===== config.mk =====
export PLATFORM = sky130hd
export DESIGN_NAME = channel_register_delta_encoder
export DESIGN_NICKNAME = d
export VERILOG_FILES = /design/src/sv/crde_pkg.sv /design/src/sv/crde_front.sv /design/src/sv/crde_fifo.sv /design/src/sv/crde_back.sv /design/src/sv/channel_register_delta_encoder.sv
export SDC_FILE = /design/constraint.sdc
export NUM_CORES = 2
export LEC_CHECK = 0
export ABC_AREA = 1
export BUFFER_PORTS_ARGS = -buffer_cell sky130_fd_sc_hd__buf_2
export CORE_ASPECT_RATIO = 1.1
export CORE_MARGIN = 2
export CORE_UTILIZATION = 38
export CTS_CLUSTER_SIZE = 16
export DETAILED_ROUTE_END_ITERATION = 16
export MAX_ROUTING_LAYER = met4
export PLACE_DENSITY_LB_ADDON = 0.12
export SLEW_MARGIN = 20
export SYNTH_ARGS = -nofsm -noshare
export SYNTH_HDL_FRONTEND = slang
export SYNTH_HIERARCHICAL = 1
export SYNTH_SLANG_ARGS = --single-unit

===== constraint.sdc =====
create_clock -name aclk -period 17.55 [get_ports aclk]
set_input_delay 0 -clock aclk [delete_from_list [all_inputs] [get_ports aclk]]
set_output_delay 0 -clock aclk [all_outputs]
set_load 0.02 [all_outputs]

===== src/sv/crde_pkg.sv =====
package crde_pkg;

    localparam int CHANNELS = 16;
    localparam int CNT_W    = 5;
    localparam int NSLOT    = 16;
    localparam logic [CNT_W-1:0] CNT_RESET = CNT_W'(16);

    localparam logic [7:0] OP_OFFSET  = 8'h05;
    localparam logic [7:0] OP_VOL_ABS = 8'h06;
    localparam logic [7:0] OP_PIT_ABS = 8'h07;
    localparam logic [7:0] OP_VOL_DEL = 8'h08;
    localparam logic [7:0] OP_SAMPLE  = 8'h09;
    localparam logic [7:0] OP_ECHO    = 8'h0a;
    localparam logic [7:0] OP_VOL_EQ  = 8'h0b;
    localparam logic [7:0] OP_PIT_LO  = 8'h0c;
    localparam logic [7:0] OP_PIT_HI  = 8'h0d;
    localparam logic [7:0] OP_KEY_OFF = 8'h0e;
    localparam logic [7:0] OP_RETRIG  = 8'h0f;
    localparam logic [7:0] BASE_LEFT  = 8'h18;
    localparam logic [7:0] BASE_RIGHT = 8'h28;
    localparam logic [7:0] BASE_BOTH  = 8'h38;
    localparam logic [7:0] BASE_PLO   = 8'h60;
    localparam logic [7:0] BASE_PHI   = 8'ha0;
    localparam logic [7:0] BASE_NARR  = 8'h80;

    // slots in ascending opcode order
    typedef enum logic [3:0] {
        SL_OFFSET, SL_VOL_ABS, SL_PIT_ABS, SL_VOL_DEL, SL_SAMPLE, SL_ECHO,
        SL_VOL_EQ, SL_PIT_LO, SL_PIT_HI, SL_KEY_OFF, SL_RETRIG, SL_LEFT,
        SL_RIGHT, SL_BOTH, SL_PLO, SL_PHI
    } crde_slot_t;

    typedef struct packed {
        logic [NSLOT-1:0] en;
        logic [31:0]      offset;
        logic [15:0]      vol_l;
        logic [15:0]      vol_r;
        logic [15:0]      pitch;
        logic [7:0]       vd_l;
        logic [7:0]       vd_r;
        logic [15:0]      smp;
        logic [7:0]       echo;
        logic [7:0]       veq;
        logic [7:0]       pnarrow;
        logic [7:0]       op_left;
        logic [7:0]       op_right;
        logic [7:0]       op_both;
        logic [7:0]       op_plo;
        logic [7:0]       op_phi;
    } crde_cmd_t;

    function automatic logic [7:0] offs8(input logic signed [16:0] x);
        offs8 = (x > 17'sd0) ? 8'(x - 17'sd1) : 8'(x);
    endfunction

    function automatic logic abs_le(input logic signed [16:0] x,
                                    input logic signed [16:0] c);
        abs_le = (x <= c) && (x >= -c);
    endfunction

    function automatic logic [2:0] slot_len(input crde_slot_t s);
        logic [2:0] n;
        unique case (s)
            SL_OFFSET, SL_VOL_ABS:                        n = 3'd5;
            SL_PIT_ABS, SL_VOL_DEL, SL_SAMPLE:            n = 3'd3;
            SL_ECHO, SL_VOL_EQ, SL_PIT_LO, SL_PIT_HI:     n = 3'd2;
            default:                                      n = 3'd1;
        endcase
        return n;
    endfunction

    function automatic logic [7:0] slot_byte(input crde_cmd_t c, input crde_slot_t s,
                                             input logic [2:0] i);
        logic [7:0] b [5];
        b[0] = 8'h00; b[1] = 8'h00; b[2] = 8'h00; b[3] = 8'h00; b[4] = 8'h00;
        unique case (s)
            SL_OFFSET: begin
                b[0] = OP_OFFSET; b[1] = c.offset[7:0]; b[2] = c.offset[15:8];
                b[3] = c.offset[23:16]; b[4] = c.offset[31:24];
            end
            SL_VOL_ABS: begin
                b[0] = OP_VOL_ABS; b[1] = c.vol_l[7:0]; b[2] = c.vol_l[15:8];
                b[3] = c.vol_r[7:0]; b[4] = c.vol_r[15:8];
            end
            SL_PIT_ABS: begin
                b[0] = OP_PIT_ABS; b[1] = c.pitch[7:0]; b[2] = c.pitch[15:8];
            end
            SL_VOL_DEL: begin
                b[0] = OP_VOL_DEL; b[1] = c.vd_l; b[2] = c.vd_r;
            end
            SL_SAMPLE: begin
                b[0] = OP_SAMPLE; b[1] = c.smp[7:0]; b[2] = c.smp[15:8];
            end
            SL_ECHO: begin
                b[0] = OP_ECHO; b[1] = c.echo;
            end
            SL_VOL_EQ: begin
                b[0] = OP_VOL_EQ; b[1] = c.veq;
            end
            SL_PIT_LO: begin
                b[0] = OP_PIT_LO; b[1] = c.pnarrow;
            end
            SL_PIT_HI: begin
                b[0] = OP_PIT_HI; b[1] = c.pnarrow;
            end
            SL_KEY_OFF: b[0] = OP_KEY_OFF;
            SL_RETRIG:  b[0] = OP_RETRIG;
            SL_LEFT:    b[0] = c.op_left;
            SL_RIGHT:   b[0] = c.op_right;
            SL_BOTH:    b[0] = c.op_both;
            SL_PLO:     b[0] = c.op_plo;
            SL_PHI:     b[0] = c.op_phi;
            default:    b[0] = 8'h00;
        endcase
        return (i <= 3'd4) ? b[i] : 8'h00;
    endfunction

endpackage


===== src/sv/crde_front.sv =====
module crde_front (
    input  logic                     aclk,
    input  logic                     aresetn,
    input  logic                     cfg_we,
    input  logic [4:0]               cfg_wdata,
    input  logic                     accept,
    input  logic [3:0]               channel,
    input  logic                     invalidate,
    input  logic [5:0]               update_mask,
    input  logic [15:0]              pitch,
    input  logic [7:0]               echo,
    input  logic [15:0]              vol_left,
    input  logic [15:0]              vol_right,
    input  logic [15:0]              sample_number,
    input  logic [31:0]              sample_offset,
    output logic                     in_use,
    output logic                     push,
    output crde_pkg::crde_cmd_t      cmd
);

    logic [crde_pkg::CNT_W-1:0] count_reg;
    logic [15:0] pitch_reg  [crde_pkg::CHANNELS];
    logic [15:0] vl_reg     [crde_pkg::CHANNELS];
    logic [15:0] vr_reg     [crde_pkg::CHANNELS];
    logic [15:0] smp_reg    [crde_pkg::CHANNELS];
    logic [7:0]  echo_reg   [crde_pkg::CHANNELS];
    logic [crde_pkg::CHANNELS-1:0] sv_reg, ev_reg, fp_reg, fv_reg;

    logic [15:0] lp, lvl, lvr;
    logic fp, fv, sv, ev;
    logic do_p, do_e, do_v, has_v;
    logic [15:0] vl_e, vr_e;
    logic signed [16:0] p_dt, pdl, pdh, vdl, vdr;
    logic [7:0] p_l8;
    logic p_adj, small_p;
    logic signed [8:0] p_dl9;
    logic signed [7:0] p_dh8;
    logic [crde_pkg::NSLOT-1:0] en;

    assign lp  = pitch_reg[channel];
    assign lvl = vl_reg[channel];
    assign lvr = vr_reg[channel];
    assign fp  = invalidate | fp_reg[channel];
    assign fv  = invalidate | fv_reg[channel];
    assign sv  = ~invalidate & sv_reg[channel];
    assign ev  = ~invalidate & ev_reg[channel];
    assign in_use = {1'b0, channel} < count_reg;

    always_comb begin
        en  = '0;
        cmd = '0;
        // pitch
        p_dt    = $signed({1'b0, pitch}) - $signed({1'b0, lp});
        p_l8    = p_dt[7:0];
        p_adj   = p_dt[16] ? (p_l8 >= 8'h80) : (p_l8 > 8'h80);
        p_dl9   = $signed({p_adj, p_l8});
        p_dh8   = $signed(p_dt[15:8] + {7'd0, p_adj});
        pdl     = 17'(p_dl9);
        pdh     = 17'(p_dh8);
        small_p = crde_pkg::abs_le(pdl, 17'sd32) && crde_pkg::abs_le(pdh, 17'sd32) && !fp;
        do_p    = update_mask[0] && ((pitch != lp) || fp);
        cmd.pitch  = pitch;
        cmd.op_plo = crde_pkg::BASE_PLO + crde_pkg::offs8(pdl);
        cmd.op_phi = crde_pkg::BASE_PHI + crde_pkg::offs8(pdh);
        if (do_p) begin
            if (small_p) begin
                en[crde_pkg::SL_PLO] = (pdl != 17'sd0);
                en[crde_pkg::SL_PHI] = (pdh != 17'sd0);
            end else if ((pdl != 17'sd0 && pdh != 17'sd0) || fp) begin
                en[crde_pkg::SL_PIT_ABS] = 1'b1;
            end else if (pdh == 17'sd0) begin
                en[crde_pkg::SL_PIT_LO] = 1'b1;
            end else begin
                en[crde_pkg::SL_PIT_HI] = 1'b1;
            end
        end
        cmd.pnarrow = crde_pkg::BASE_NARR +
                      crde_pkg::offs8((pdh == 17'sd0) ? pdl : pdh);
        // echo
        do_e = update_mask[1] && (!ev || echo != echo_reg[channel]);
        en[crde_pkg::SL_ECHO] = do_e;
        cmd.echo = echo;
        // volume
        has_v = update_mask[2] | update_mask[3];
        vl_e  = update_mask[2] ? vol_left  : lvl;
        vr_e  = update_mask[3] ? vol_right : lvr;
        vdl   = $signed({1'b0, vl_e}) - $signed({1'b0, lvl});
        vdr   = $signed({1'b0, vr_e}) - $signed({1'b0, lvr});
        do_v  = has_v && (vdl != 17'sd0 || vdr != 17'sd0 || fv);
        cmd.vol_l    = vl_e;
        cmd.vol_r    = vr_e;
        cmd.vd_l     = crde_pkg::offs8(vdl);
        cmd.vd_r     = crde_pkg::offs8(vdr);
        cmd.veq      = crde_pkg::offs8(vdl);
        cmd.op_both  = crde_pkg::BASE_BOTH  + crde_pkg::offs8(vdl);
        cmd.op_left  = crde_pkg::BASE_LEFT  + crde_pkg::offs8(vdl);
        cmd.op_right = crde_pkg::BASE_RIGHT + crde_pkg::offs8(vdr);
        if (do_v) begin
            if (vl_e == 16'd0 && vr_e == 16'd0) begin
                en[crde_pkg::SL_KEY_OFF] = 1'b1;
            end else if (crde_pkg::abs_le(vdl, 17'sd128) &&
                         crde_pkg::abs_le(vdr, 17'sd128) && !fv) begin
                if (vdl == vdr) begin
                    if (crde_pkg::abs_le(vdl, 17'sd8)) en[crde_pkg::SL_BOTH] = 1'b1;
                    else                               en[crde_pkg::SL_VOL_EQ] = 1'b1;
                end else if (crde_pkg::abs_le(vdl, 17'sd8) &&
                             crde_pkg::abs_le(vdr, 17'sd8)) begin
                    en[crde_pkg::SL_LEFT]  = (vdl != 17'sd0);
                    en[crde_pkg::SL_RIGHT] = (vdr != 17'sd0);
                end else begin
                    en[crde_pkg::SL_VOL_DEL] = 1'b1;
                end
            end else begin
                en[crde_pkg::SL_VOL_ABS] = 1'b1;
            end
        end
        // sample and offset
        cmd.smp = sample_number;
        if (update_mask[4]) begin
            if (sv && sample_number == smp_reg[channel]) begin
                en[crde_pkg::SL_RETRIG] = !update_mask[5];
            end else begin
                en[crde_pkg::SL_SAMPLE] = 1'b1;
            end
        end
        en[crde_pkg::SL_OFFSET] = update_mask[5];
        cmd.offset = sample_offset;
        cmd.en     = en;
    end

    assign push = accept && in_use && (en != '0);

    always_ff @(posedge aclk) begin
        if (!aresetn) begin
            count_reg <= crde_pkg::CNT_RESET;
            for (int i = 0; i < crde_pkg::CHANNELS; i++) begin
                pitch_reg[i] <= '0;
                vl_reg[i]    <= '0;
                vr_reg[i]    <= '0;
                smp_reg[i]   <= '0;
                echo_reg[i]  <= '0;
            end
            sv_reg <= '1;
            ev_reg <= '1;
            fp_reg <= '0;
            fv_reg <= '0;
        end else begin
            if (cfg_we) begin
                count_reg <= cfg_wdata;
            end
            if (accept && in_use) begin
                fp_reg[channel] <= fp & ~do_p;
                fv_reg[channel] <= fv & ~do_v;
                sv_reg[channel] <= sv | update_mask[4];
                ev_reg[channel] <= ev | update_mask[1];
                if (do_p) begin
                    pitch_reg[channel] <= pitch;
                end
                if (update_mask[1]) begin
                    echo_reg[channel] <= echo;
                end
                if (do_v) begin
                    vl_reg[channel] <= vl_e;
                    vr_reg[channel] <= vr_e;
                end
                if (update_mask[4]) begin
                    smp_reg[channel] <= sample_number;
                end
            end
        end
    end

endmodule


===== src/sv/crde_fifo.sv =====
module crde_fifo (
    input  logic                aclk,
    input  logic                aresetn,
    input  logic                push,
    input  crde_pkg::crde_cmd_t wr_data,
    output logic                full,
    input  logic                pop,
    output logic                rd_valid,
    output crde_pkg::crde_cmd_t rd_data
);

    crde_pkg::crde_cmd_t mem [2];
    logic       wr_ptr_reg, rd_ptr_reg;
    logic [1:0] count_reg;

    assign full     = count_reg == 2'd2;
    assign rd_valid = count_reg != 2'd0;
    assign rd_data  = mem[rd_ptr_reg];

    always_ff @(posedge aclk) begin
        if (push) begin
            mem[wr_ptr_reg] <= wr_data;
        end
    end

    always_ff @(posedge aclk) begin
        if (!aresetn) begin
            wr_ptr_reg <= 1'b0;
            rd_ptr_reg <= 1'b0;
            count_reg  <= 2'd0;
        end else begin
            if (push) begin
                wr_ptr_reg <= ~wr_ptr_reg;
            end
            if (pop) begin
                rd_ptr_reg <= ~rd_ptr_reg;
            end
            count_reg <= count_reg + {1'b0, push} - {1'b0, pop};
        end
    end

endmodule


===== src/sv/crde_back.sv =====
module crde_back (
    input  logic                aclk,
    input  logic                aresetn,
    input  logic                hd_valid,
    input  crde_pkg::crde_cmd_t hd,
    output logic                pop,
    output logic                m_valid,
    input  logic                m_ready,
    output logic [7:0]          m_cmd_byte,
    output logic                m_cmd_start,
    output logic                m_last_byte
);

    logic [crde_pkg::NSLOT-1:0] done_reg, rem, cur_oh;
    logic [2:0] idx_reg;
    crde_pkg::crde_slot_t cur;
    logic emit, slot_end, item_end;
    logic valid_reg, start_reg, last_reg;
    logic [7:0] byte_reg;

    assign rem = hd.en & ~done_reg;

    always_comb begin
        cur = crde_pkg::SL_OFFSET;
        for (int i = crde_pkg::NSLOT - 1; i >= 0; i--) begin
            if (rem[i]) cur = crde_pkg::crde_slot_t'(4'(i));
        end
        cur_oh = '0;
        cur_oh[cur] = 1'b1;
    end

    assign emit     = hd_valid && (!valid_reg || m_ready);
    assign slot_end = idx_reg == crde_pkg::slot_len(cur) - 3'd1;
    assign item_end = slot_end && ((rem & ~cur_oh) == '0);
    assign pop      = emit && item_end;

    always_ff @(posedge aclk) begin
        if (emit) begin
            byte_reg  <= crde_pkg::slot_byte(hd, cur, idx_reg);
            start_reg <= idx_reg == 3'd0;
            last_reg  <= item_end;
        end
    end

    always_ff @(posedge aclk) begin
        if (!aresetn) begin
            valid_reg <= 1'b0;
            done_reg  <= '0;
            idx_reg   <= '0;
        end else begin
            if (emit) begin
                valid_reg <= 1'b1;
            end else if (m_ready) begin
                valid_reg <= 1'b0;
            end
            if (emit) begin
                if (item_end) begin
                    done_reg <= '0;
                    idx_reg  <= '0;
                end else if (slot_end) begin
                    done_reg <= done_reg | cur_oh;
                    idx_reg  <= '0;
                end else begin
                    idx_reg <= idx_reg + 3'd1;
                end
            end
        end
    end

    assign m_valid     = valid_reg;
    assign m_cmd_byte  = byte_reg;
    assign m_cmd_start = start_reg;
    assign m_last_byte = last_reg;

endmodule


===== src/sv/channel_register_delta_encoder.sv =====
// channel register delta encoder
// input channel (s_valid/s_ready): one word of register updates for one
// channel per transfer; channels at or above the programmed count are taken
// and dropped. result channel (m_valid/m_ready): the command stream, one
// byte per transfer, m_cmd_start on each opcode, m_last_byte on the final
// byte of an input word. words that yield no command give no output.
// cfg_we/cfg_wdata write the channel count; the user must write it only while
// the block is idle, as the block does not enforce this. a word is classified
// and the channel history updated in the cycle it is taken; it then waits in
// a two-entry command queue. the byte serialiser sends one byte per cycle while
// the receiver is ready; a word has 1 to 18 bytes. s_ready only drops while
// the queue is full, so short words stream at one per cycle while the receiver
// keeps up. a stalled receiver holds the output register and fills the queue.
// reset clears the queue, sets the count to 16 and the history to zero.
module channel_register_delta_encoder (
    input  logic        aclk,
    input  logic        aresetn,
    input  logic        cfg_we,
    input  logic [4:0]  cfg_wdata,
    input  logic        s_valid,
    output logic        s_ready,
    input  logic [3:0]  s_channel,
    input  logic        s_invalidate,
    input  logic [5:0]  s_update_mask,
    input  logic [15:0] s_pitch,
    input  logic [7:0]  s_echo,
    input  logic [15:0] s_vol_left,
    input  logic [15:0] s_vol_right,
    input  logic [15:0] s_sample_number,
    input  logic [31:0] s_sample_offset,
    output logic        m_valid,
    input  logic        m_ready,
    output logic [7:0]  m_cmd_byte,
    output logic        m_cmd_start,
    output logic        m_last_byte
);

    crde_pkg::crde_cmd_t cmd, hd;
    logic push, full, pop, hd_valid, in_use, accept;

    assign s_ready = ~full;
    assign accept  = s_valid & s_ready;

    crde_front u_front (
        .aclk, .aresetn, .cfg_we, .cfg_wdata, .accept,
        .channel(s_channel), .invalidate(s_invalidate), .update_mask(s_update_mask),
        .pitch(s_pitch), .echo(s_echo), .vol_left(s_vol_left),
        .vol_right(s_vol_right), .sample_number(s_sample_number),
        .sample_offset(s_sample_offset), .in_use, .push, .cmd
    );

    crde_fifo u_fifo (
        .aclk, .aresetn, .push, .wr_data(cmd), .full, .pop,
        .rd_valid(hd_valid), .rd_data(hd)
    );

    crde_back u_back (
        .aclk, .aresetn, .hd_valid, .hd, .pop, .m_valid, .m_ready,
        .m_cmd_byte, .m_cmd_start, .m_last_byte
    );

    a_drop_no_push: assert property (@(posedge aclk) disable iff (!aresetn)
        accept && !in_use |-> !push)
        else $error("dropped word entered the queue");

    a_opcode_range: assert property (@(posedge aclk) disable iff (!aresetn)
        m_valid && m_cmd_start |-> m_cmd_byte >= crde_pkg::OP_OFFSET)
        else $error("opcode below command range");

    a_pop_after_push: assert property (@(posedge aclk) disable iff (!aresetn)
        pop |-> hd_valid && hd.en != '0)
        else $error("queue popped without a pending word");

endmodule


Yosys cells after proc, flatten, opt, wreduce, memory -nomap -nowiden
Memories as Yosys holds them, arrays and structs flattened. A register that Yosys moved wholly into a read port is not among the register bits.
Index checks and enable logic that the tools add are counted.
Word-level totals
  bits in writable memories: 1536
  logic and storage cells: 295
  output and inout port bits: 12
  memory bits (read-only): 48
  bits in registers: 103
  memories kept: 7
Operators by class
  eq/ne operators: 21
  reduce and logical (&&, ||, !) cells: 56
  add/subtract/negate cells: 19
  order comparisons: 26
  bitwise logic cells: 22
  multiplexer cells: 130
Memory list
  u_fifo.mem: depth 2, width 192, rd ports 1, clocked after Yosys merged registers in 1, wr ports 1, line crde_fifo.sv:12  | crde_pkg::crde_cmd_t mem [2];
  u_front.pitch_reg: depth 16, width 16, rd ports 1, clocked after Yosys merged registers in 0, wr ports 16, line crde_front.sv:22  | logic [15:0] pitch_reg [crde_pkg::CHANNELS];
  u_front.smp_reg: depth 16, width 16, rd ports 1, clocked after Yosys merged registers in 0, wr ports 16, line crde_front.sv:25  | logic [15:0] smp_reg [crde_pkg::CHANNELS];
  u_front.vl_reg: depth 16, width 16, rd ports 1, clocked after Yosys merged registers in 0, wr ports 16, line crde_front.sv:23  | logic [15:0] vl_reg [crde_pkg::CHANNELS];
  u_front.vr_reg: depth 16, width 16, rd ports 1, clocked after Yosys merged registers in 0, wr ports 16, line crde_front.sv:24  | logic [15:0] vr_reg [crde_pkg::CHANNELS];
  u_front.echo_reg: depth 16, width 8, rd ports 1, clocked after Yosys merged registers in 0, wr ports 16, line crde_front.sv:26  | logic [7:0] echo_reg [crde_pkg::CHANNELS];
  +1 memories
Operators by type and width (count)
  $mux 16: 9
  $pmux 8 s16: 1
  $mux 8: 11
  $mux 4: 21
  $reduce_bool 17->1: 4
  $bwmux 16: 4
  $pmux 8 s8: 1
  $reduce_or 16->1: 4
  $mux 1: 61
  $gt 17x1->1 const B: 3
  $sub 16x16->17: 3
  $logic_not 16->1: 3
  $pmux 8 s5: 1
  $sub 8x2->8 const B: 5
  $ge 17x4->1 const B: 2
  $ge 17x8->1 const B: 2
  $le 17x5->1 const B: 2
  $le 17x9->1 const B: 2
  $and 16x16->16: 2
  $eq 4x4->1 const B: 8
  $not 16->16: 2
  $pmux 16 s2: 1
  $bmux 8 s3: 1
  $logic_and 1x1->1: 24
  other kinds (51): 97

Longest topological paths before layout
  word-level depth: 29
  depth in mapped cells: 44
  gate-level depth less buffers: 40

Cells and area by module
Netlist, hierarchy kept.
Modules (own cells, without submodules)
  crde_front: area each 59547.1 um^2, sequential area each 35974.5 um^2, cells each 6314, instances 1
  crde_fifo: area each 14148.6 um^2, sequential area each 11631.2 um^2, cells each 630, instances 1
  crde_back: area each 3621.0 um^2, sequential area each 700.7 um^2, cells each 668, instances 1
  channel_register_delta_encoder: area each 13.8 um^2, sequential area each 0.0 um^2, cells each 3, instances 1

Worst setup path before layout
OpenSTA, ideal clock, no wires.
  kind: in2reg
  start: input port s_channel[1]
  end: memory u_fifo/mem[0][0] (netlist bit), enable pin
  data required time: 16.802 ns
  stages: 37
  library setup time: 0.748 ns
  arrival: 13.148 ns
  setup slack: 3.654 ns
  path through: buf_2 -> nor2_2 -> buf_2 -> buf_6 -> buf_6 -> buf_2 -> buf_4 -> buf_2 -> clkbuf_1 -> a22oi_1 -> a21oi_1 -> nor4_1 -> ha_1 -> nand3_1 -> nand2_1 -> nand2_1 -> nand3_1 -> xor2_1 -> inv_1 -> a31oi_1 -> ha_1 -> nand3_1 -> nor2_4 -> nand3_1 -> nand2_1 -> nand2_1 -> inv_1 -> nand2_1 -> nor2_1 -> nor2_1 -> nor2_1 -> nor2_1 -> nand3_1 -> nor2_1 -> nor2_1 -> inv_1 -> nor2_1
On the way
  longest elaborated chain between the ends: 15
Ends and longest elaborated chain
  start, declared: line channel_register_delta_encoder.sv:22  | input logic [3:0] s_channel,
  $mem_v2 16x16 (on tied branches)
  $sub 16x16->17, or another cell as far along: line crde_front.sv:53  | p_dt = $signed({1'b0, pitch}) - $signed({1'b0, lp});
  $gt 8x8->1, or another cell as far along: line crde_front.sv:55  | p_adj = p_dt[16] ? (p_l8 >= 8'h80) : (p_l8 > 8'h80);
  $mux 1, or another cell as far along: line crde_front.sv:55
  $add 8x1->8 or $logic_and 1x1->1 (tied branches): line crde_front.sv:57, crde_pkg.sv:58
  $le 8x7->1, or another cell as far along: line crde_pkg.sv:58  | abs_le = (x <= c) && (x >= -c);
  $logic_and 1x1->1, or another cell as far along: line crde_pkg.sv:58
  $logic_and 1x1->1, or another cell as far along (2 in series): line crde_front.sv:60  | small_p = crde_pkg::abs_le(pdl, 17'sd32) && crde_pkg::abs_le(pdh, 17'sd32) && !fp;
  $mux 1, or another cell as far along: line crde_front.sv:66  | if (small_p) begin
  $mux 1, or another cell as far along: line crde_front.sv:65  | if (do_p) begin
  $reduce_bool 16->1: line crde_front.sv:131  | assign push = accept && in_use && (en != '0);
  $logic_and 1x1->1 (*): line crde_front.sv:131
  named net push: line channel_register_delta_encoder.sv:39  | logic push, full, pop, hd_valid, in_use, accept;
  $mux 1 (*): line crde_fifo.sv:21  | if (push) begin
  $mux 1 (not written as such) (*): line crde_fifo.sv:22  | mem[wr_ptr_reg] <= wr_data;
  end, declared: line crde_fifo.sv:12
The timed path passes the listed nets; every way through them passes the cells marked *. The select of a mux whose other input is x is not followed.

Worst setup path after layout
  start: input port s_channel[2]
  end: memory u_fifo/mem[1][174] (netlist bit), enable pin
The elaborated chain is that of the path after synthesis.

==> reports/qor.txt <==
Worst VDD drop - 0.0732 mV
Max Cap Viol - 0
Peak Freq - 120 MHz
Clock Tree Buf Depth - 3
Dpl ws - 8.49 ns
Area leader, netlist - edfxtp_1
Post-synthesis mux area share - 2.80%
Synth top area cells - edfxtp_1 60%, nand2_1 9.6%, nor2_1 7.0%, a22oi_1 3.0%, mux2_2 2.8%
Mean Syn Cell Area - 10.2 um^2
Status - finished clean
Layout area overhead - 12.9%
Routed Antenna Nets - 0
Port bufs - 136
Post-synthesis cell type count - 57
Worst Max-Slew Pin Slew - 1.18 ns
Core area - 202000 um^2
GP Congestion - 0.921
Clk slew on worst S/H paths - 0.06 ns
Root buffer cell - clkbuf_16
Max reg flops - 384
Final setup vio count - 0
H-tree Lvls - 4
Final total power - 9.85 mW
Post-Synthesis Cells - 7615
Final setup TNS - 0 ns
Reg2reg path depth - 29
Mapped Nets - 7818
Hold/Removal Path Class - input port to register
Ys async rst share - 0%
DR pass1 iterations - 6
Starting Density - 38.2%
Via count - 57300
Synth Area in Compound Gates - 6.16%
RSZ-0062 raised after global routing - false
CP max stage delay - 0.82 ns
Required time worst endpoint - 17.97 ns
Period utilization - 47.5%
Filler cells - 19500
Sequential-to-total area share from yosys stat - 62.5%
R2r endpoint - u_fifo/mem[1][174]$_DFFE_PP_
Leakage - 34.5 nW
Skew final - 0.0562 ns
Crit-path max FO - 130
Min Tclk post-route - 8.33 ns
NumNets Final - 7947
# DRC - 0
Skew-Pair Late Insertion Delay - 0.85 ns
Vias per cell - 5.40
Worst reg2reg path startpoint - u_front/pitch_reg[12][1]$_SDFFCE_PN0P_
Die height - 477 um
Pins Over Slew Limit - 0
CP max-delay cell - buf_4
Hold Path Sink - u_fifo/mem[0][102]$_DFFE_PP_
Die area - 207000 um^2
Die Wd - 434 um
Synthesized area - 77300 um^2
Ys Warns - 6
Largest family of logic cells by synthesized area - simple AND/OR/NAND/NOR gates
Simple-Gate Fraction of Synth Area - 21.1%
Post-synthesis register bit count - 1640
Initial antenna violation count - 7
Placed wire-length estimate - 167000 um
GR Overflow Total - 0
Ys flop type - edfxtp_1
Post-synthesis adder-cell area fraction - 1.29%
Hold depth - 2
1st-iter DRT viols - 5488
Row count - 173
Top-count cell post-synth - nand2_1
Synth top area share - 60.0%
Post-synth EDFFs - 1546
Largest net degree at the start of global routing - 158
Final setup margin - 9.22 ns
CP endpoint kind - register
Worst Path Class, Setup - input port to register
Pwr per Cell Area - 113 nW/um^2
IO Count - 137
Synth cell count leaders - 1982 x nand2_1, 1546 x edfxtp_1, 1440 x nor2_1
Startpoint Class - input port
TritonCTS buffer count - 180
R2R setup slack - 9.78 ns
First-pass GRT wire length - 389000 um
CTS tree - built
Fin. Hold Viols - 0
Hold_sp - s_pitch[6]
Largest reg by FF count - u_fifo/mem
Routed Wire Length - 271000 um
Layout cell share with drive strength beyond 1 - 11.2%
Max_slew headroom - 21.1%
Average wire per cell in the routed design - 25.5 um
Tot GR Track Use - 26.5%
Clock Sinks - 1640
Crit path DAT - 8.75 ns
Hold WS - 0.0406 ns
XOR/XNOR Fraction of Synth Area - 0.828%
Vias in the first global route - 55200
-- worst max-delay path by stage --
stage | from | to | slack [ns] | depth (start not counted)
6_report | s_channel[2] | u_fifo/mem[1][174]$_DFFE_PP_ | 9.22 | 34
4_1_cts | s_channel[2] | u_fifo/mem[1][163]$_DFFE_PP_ | 9.27 | 34
2_1_floorplan | s_channel[1] | u_fifo/mem[0][0]$_DFFE_PP_ | 3.65 | 37
5_1_grt | s_channel[2] | u_fifo/mem[1][169]$_DFFE_PP_ | 8.50 | 34
3_3_place_gp | s_channel[1] | u_fifo/mem[1][163]$_DFFE_PP_ | 8.58 | 35
3_5_place_dp | s_channel[1] | u_fifo/mem[1][163]$_DFFE_PP_ | 8.49 | 35
-- cell usage in the layout, fill, tap and decap left out, types with 52 or more instances in the layout --
master / n
a21oi_1: 283
a22oi_1: 304
buf_2: 135
buf_4: 108
clkbuf_1: 52
clkbuf_16: 182
clkinv_1: 63
dfxtp_1: 93
dlygate4sd3_1: 191
edfxtp_1: 1546
ha_1: 75
inv_1: 320
mux2_2: 192
nand2_1: 1956
nand2_2: 61
nand3_1: 189
nand4_1: 183
nor2_1: 1434
o21ai_0: 121
-- timing repair --
action                                   CTS  global route
gates resized for setup                    0             0
endpoints found under the setup margin     0             0
buffers inserted                           0             0
hold endpoints to repair                1043             0
hold buffers                             191             0
-- per-layer routing --
| metal | GRT usage [%] | vias up | share of wire (%) |
|---|---|---|---|
| met2 | 40.6 | 2331 | 46 |
| met3 | 3.50 | 492 | 6.8 |
| met4 | 9.61 | 0 | 3.9 |
| met5 | - | - | 0 |
| met1 | 36.0 | 28400 | 43 |
| li1 | - | 26100 | - |
-- kinds of logic (layout without fill, tap and decap cells) --
family | Yosys count | in the layout
muxes | 192 | 192
adders and majority gates | 78 | 78
buffers and inverters | 868 | 1144
and+or+nand+nor | 3994 | 3994
xor gates and xnor gates | 71 | 71
AOI/OAI and AO/OA | 772 | 772
other | 0 | 6
DFF | 1640 | 1640
-- per-stage QoR --
stage          cells  instance area (um^2)  util [%]
4_1_cts        10600                 87200      43.1
5_1_grt        10600                 87300      43.2
6_report       10600                 87300      43.2
3_5_place_dp   10100                 79700      39.4
2_1_floorplan   7615                 77300         -
3_3_place_gp   10100                 79700      39.4
-- report_power, final --
part	internal, mW	switching (mW)	total [mW]
logic	0.413	1.14	1.55
registers	4.58	0.0559	4.63
clock network	2.07	1.60	3.67
total	7.06	2.79	9.85
-- cell type report --
type,count,area [um^2],share of cell area [%]
Antenna cell,6,15.0,0.0172
Clock buffer,243,4870,5.58
Clock inverter,86,766,0.877
Inverter,376,1430,1.63
Multi-Input combinational cell,5107,25000,28.6
Sequential cell,1640,48300,55.3
Tap cell,2712,3390,3.89
Timing Repair Buffer,439,3510,4.02
-- critical path: cells and delay by family --
kind / cells / cell delay (ns)
buf+inv: 9 / 3.80
simple gates: 20 / 3.04
fa+ha+maj: 2 / 0.72
compound gates: 2 / 0.51
xor+xnor: 1 / 0.44
No activity file was read; power rests on OpenSTA's default activity.
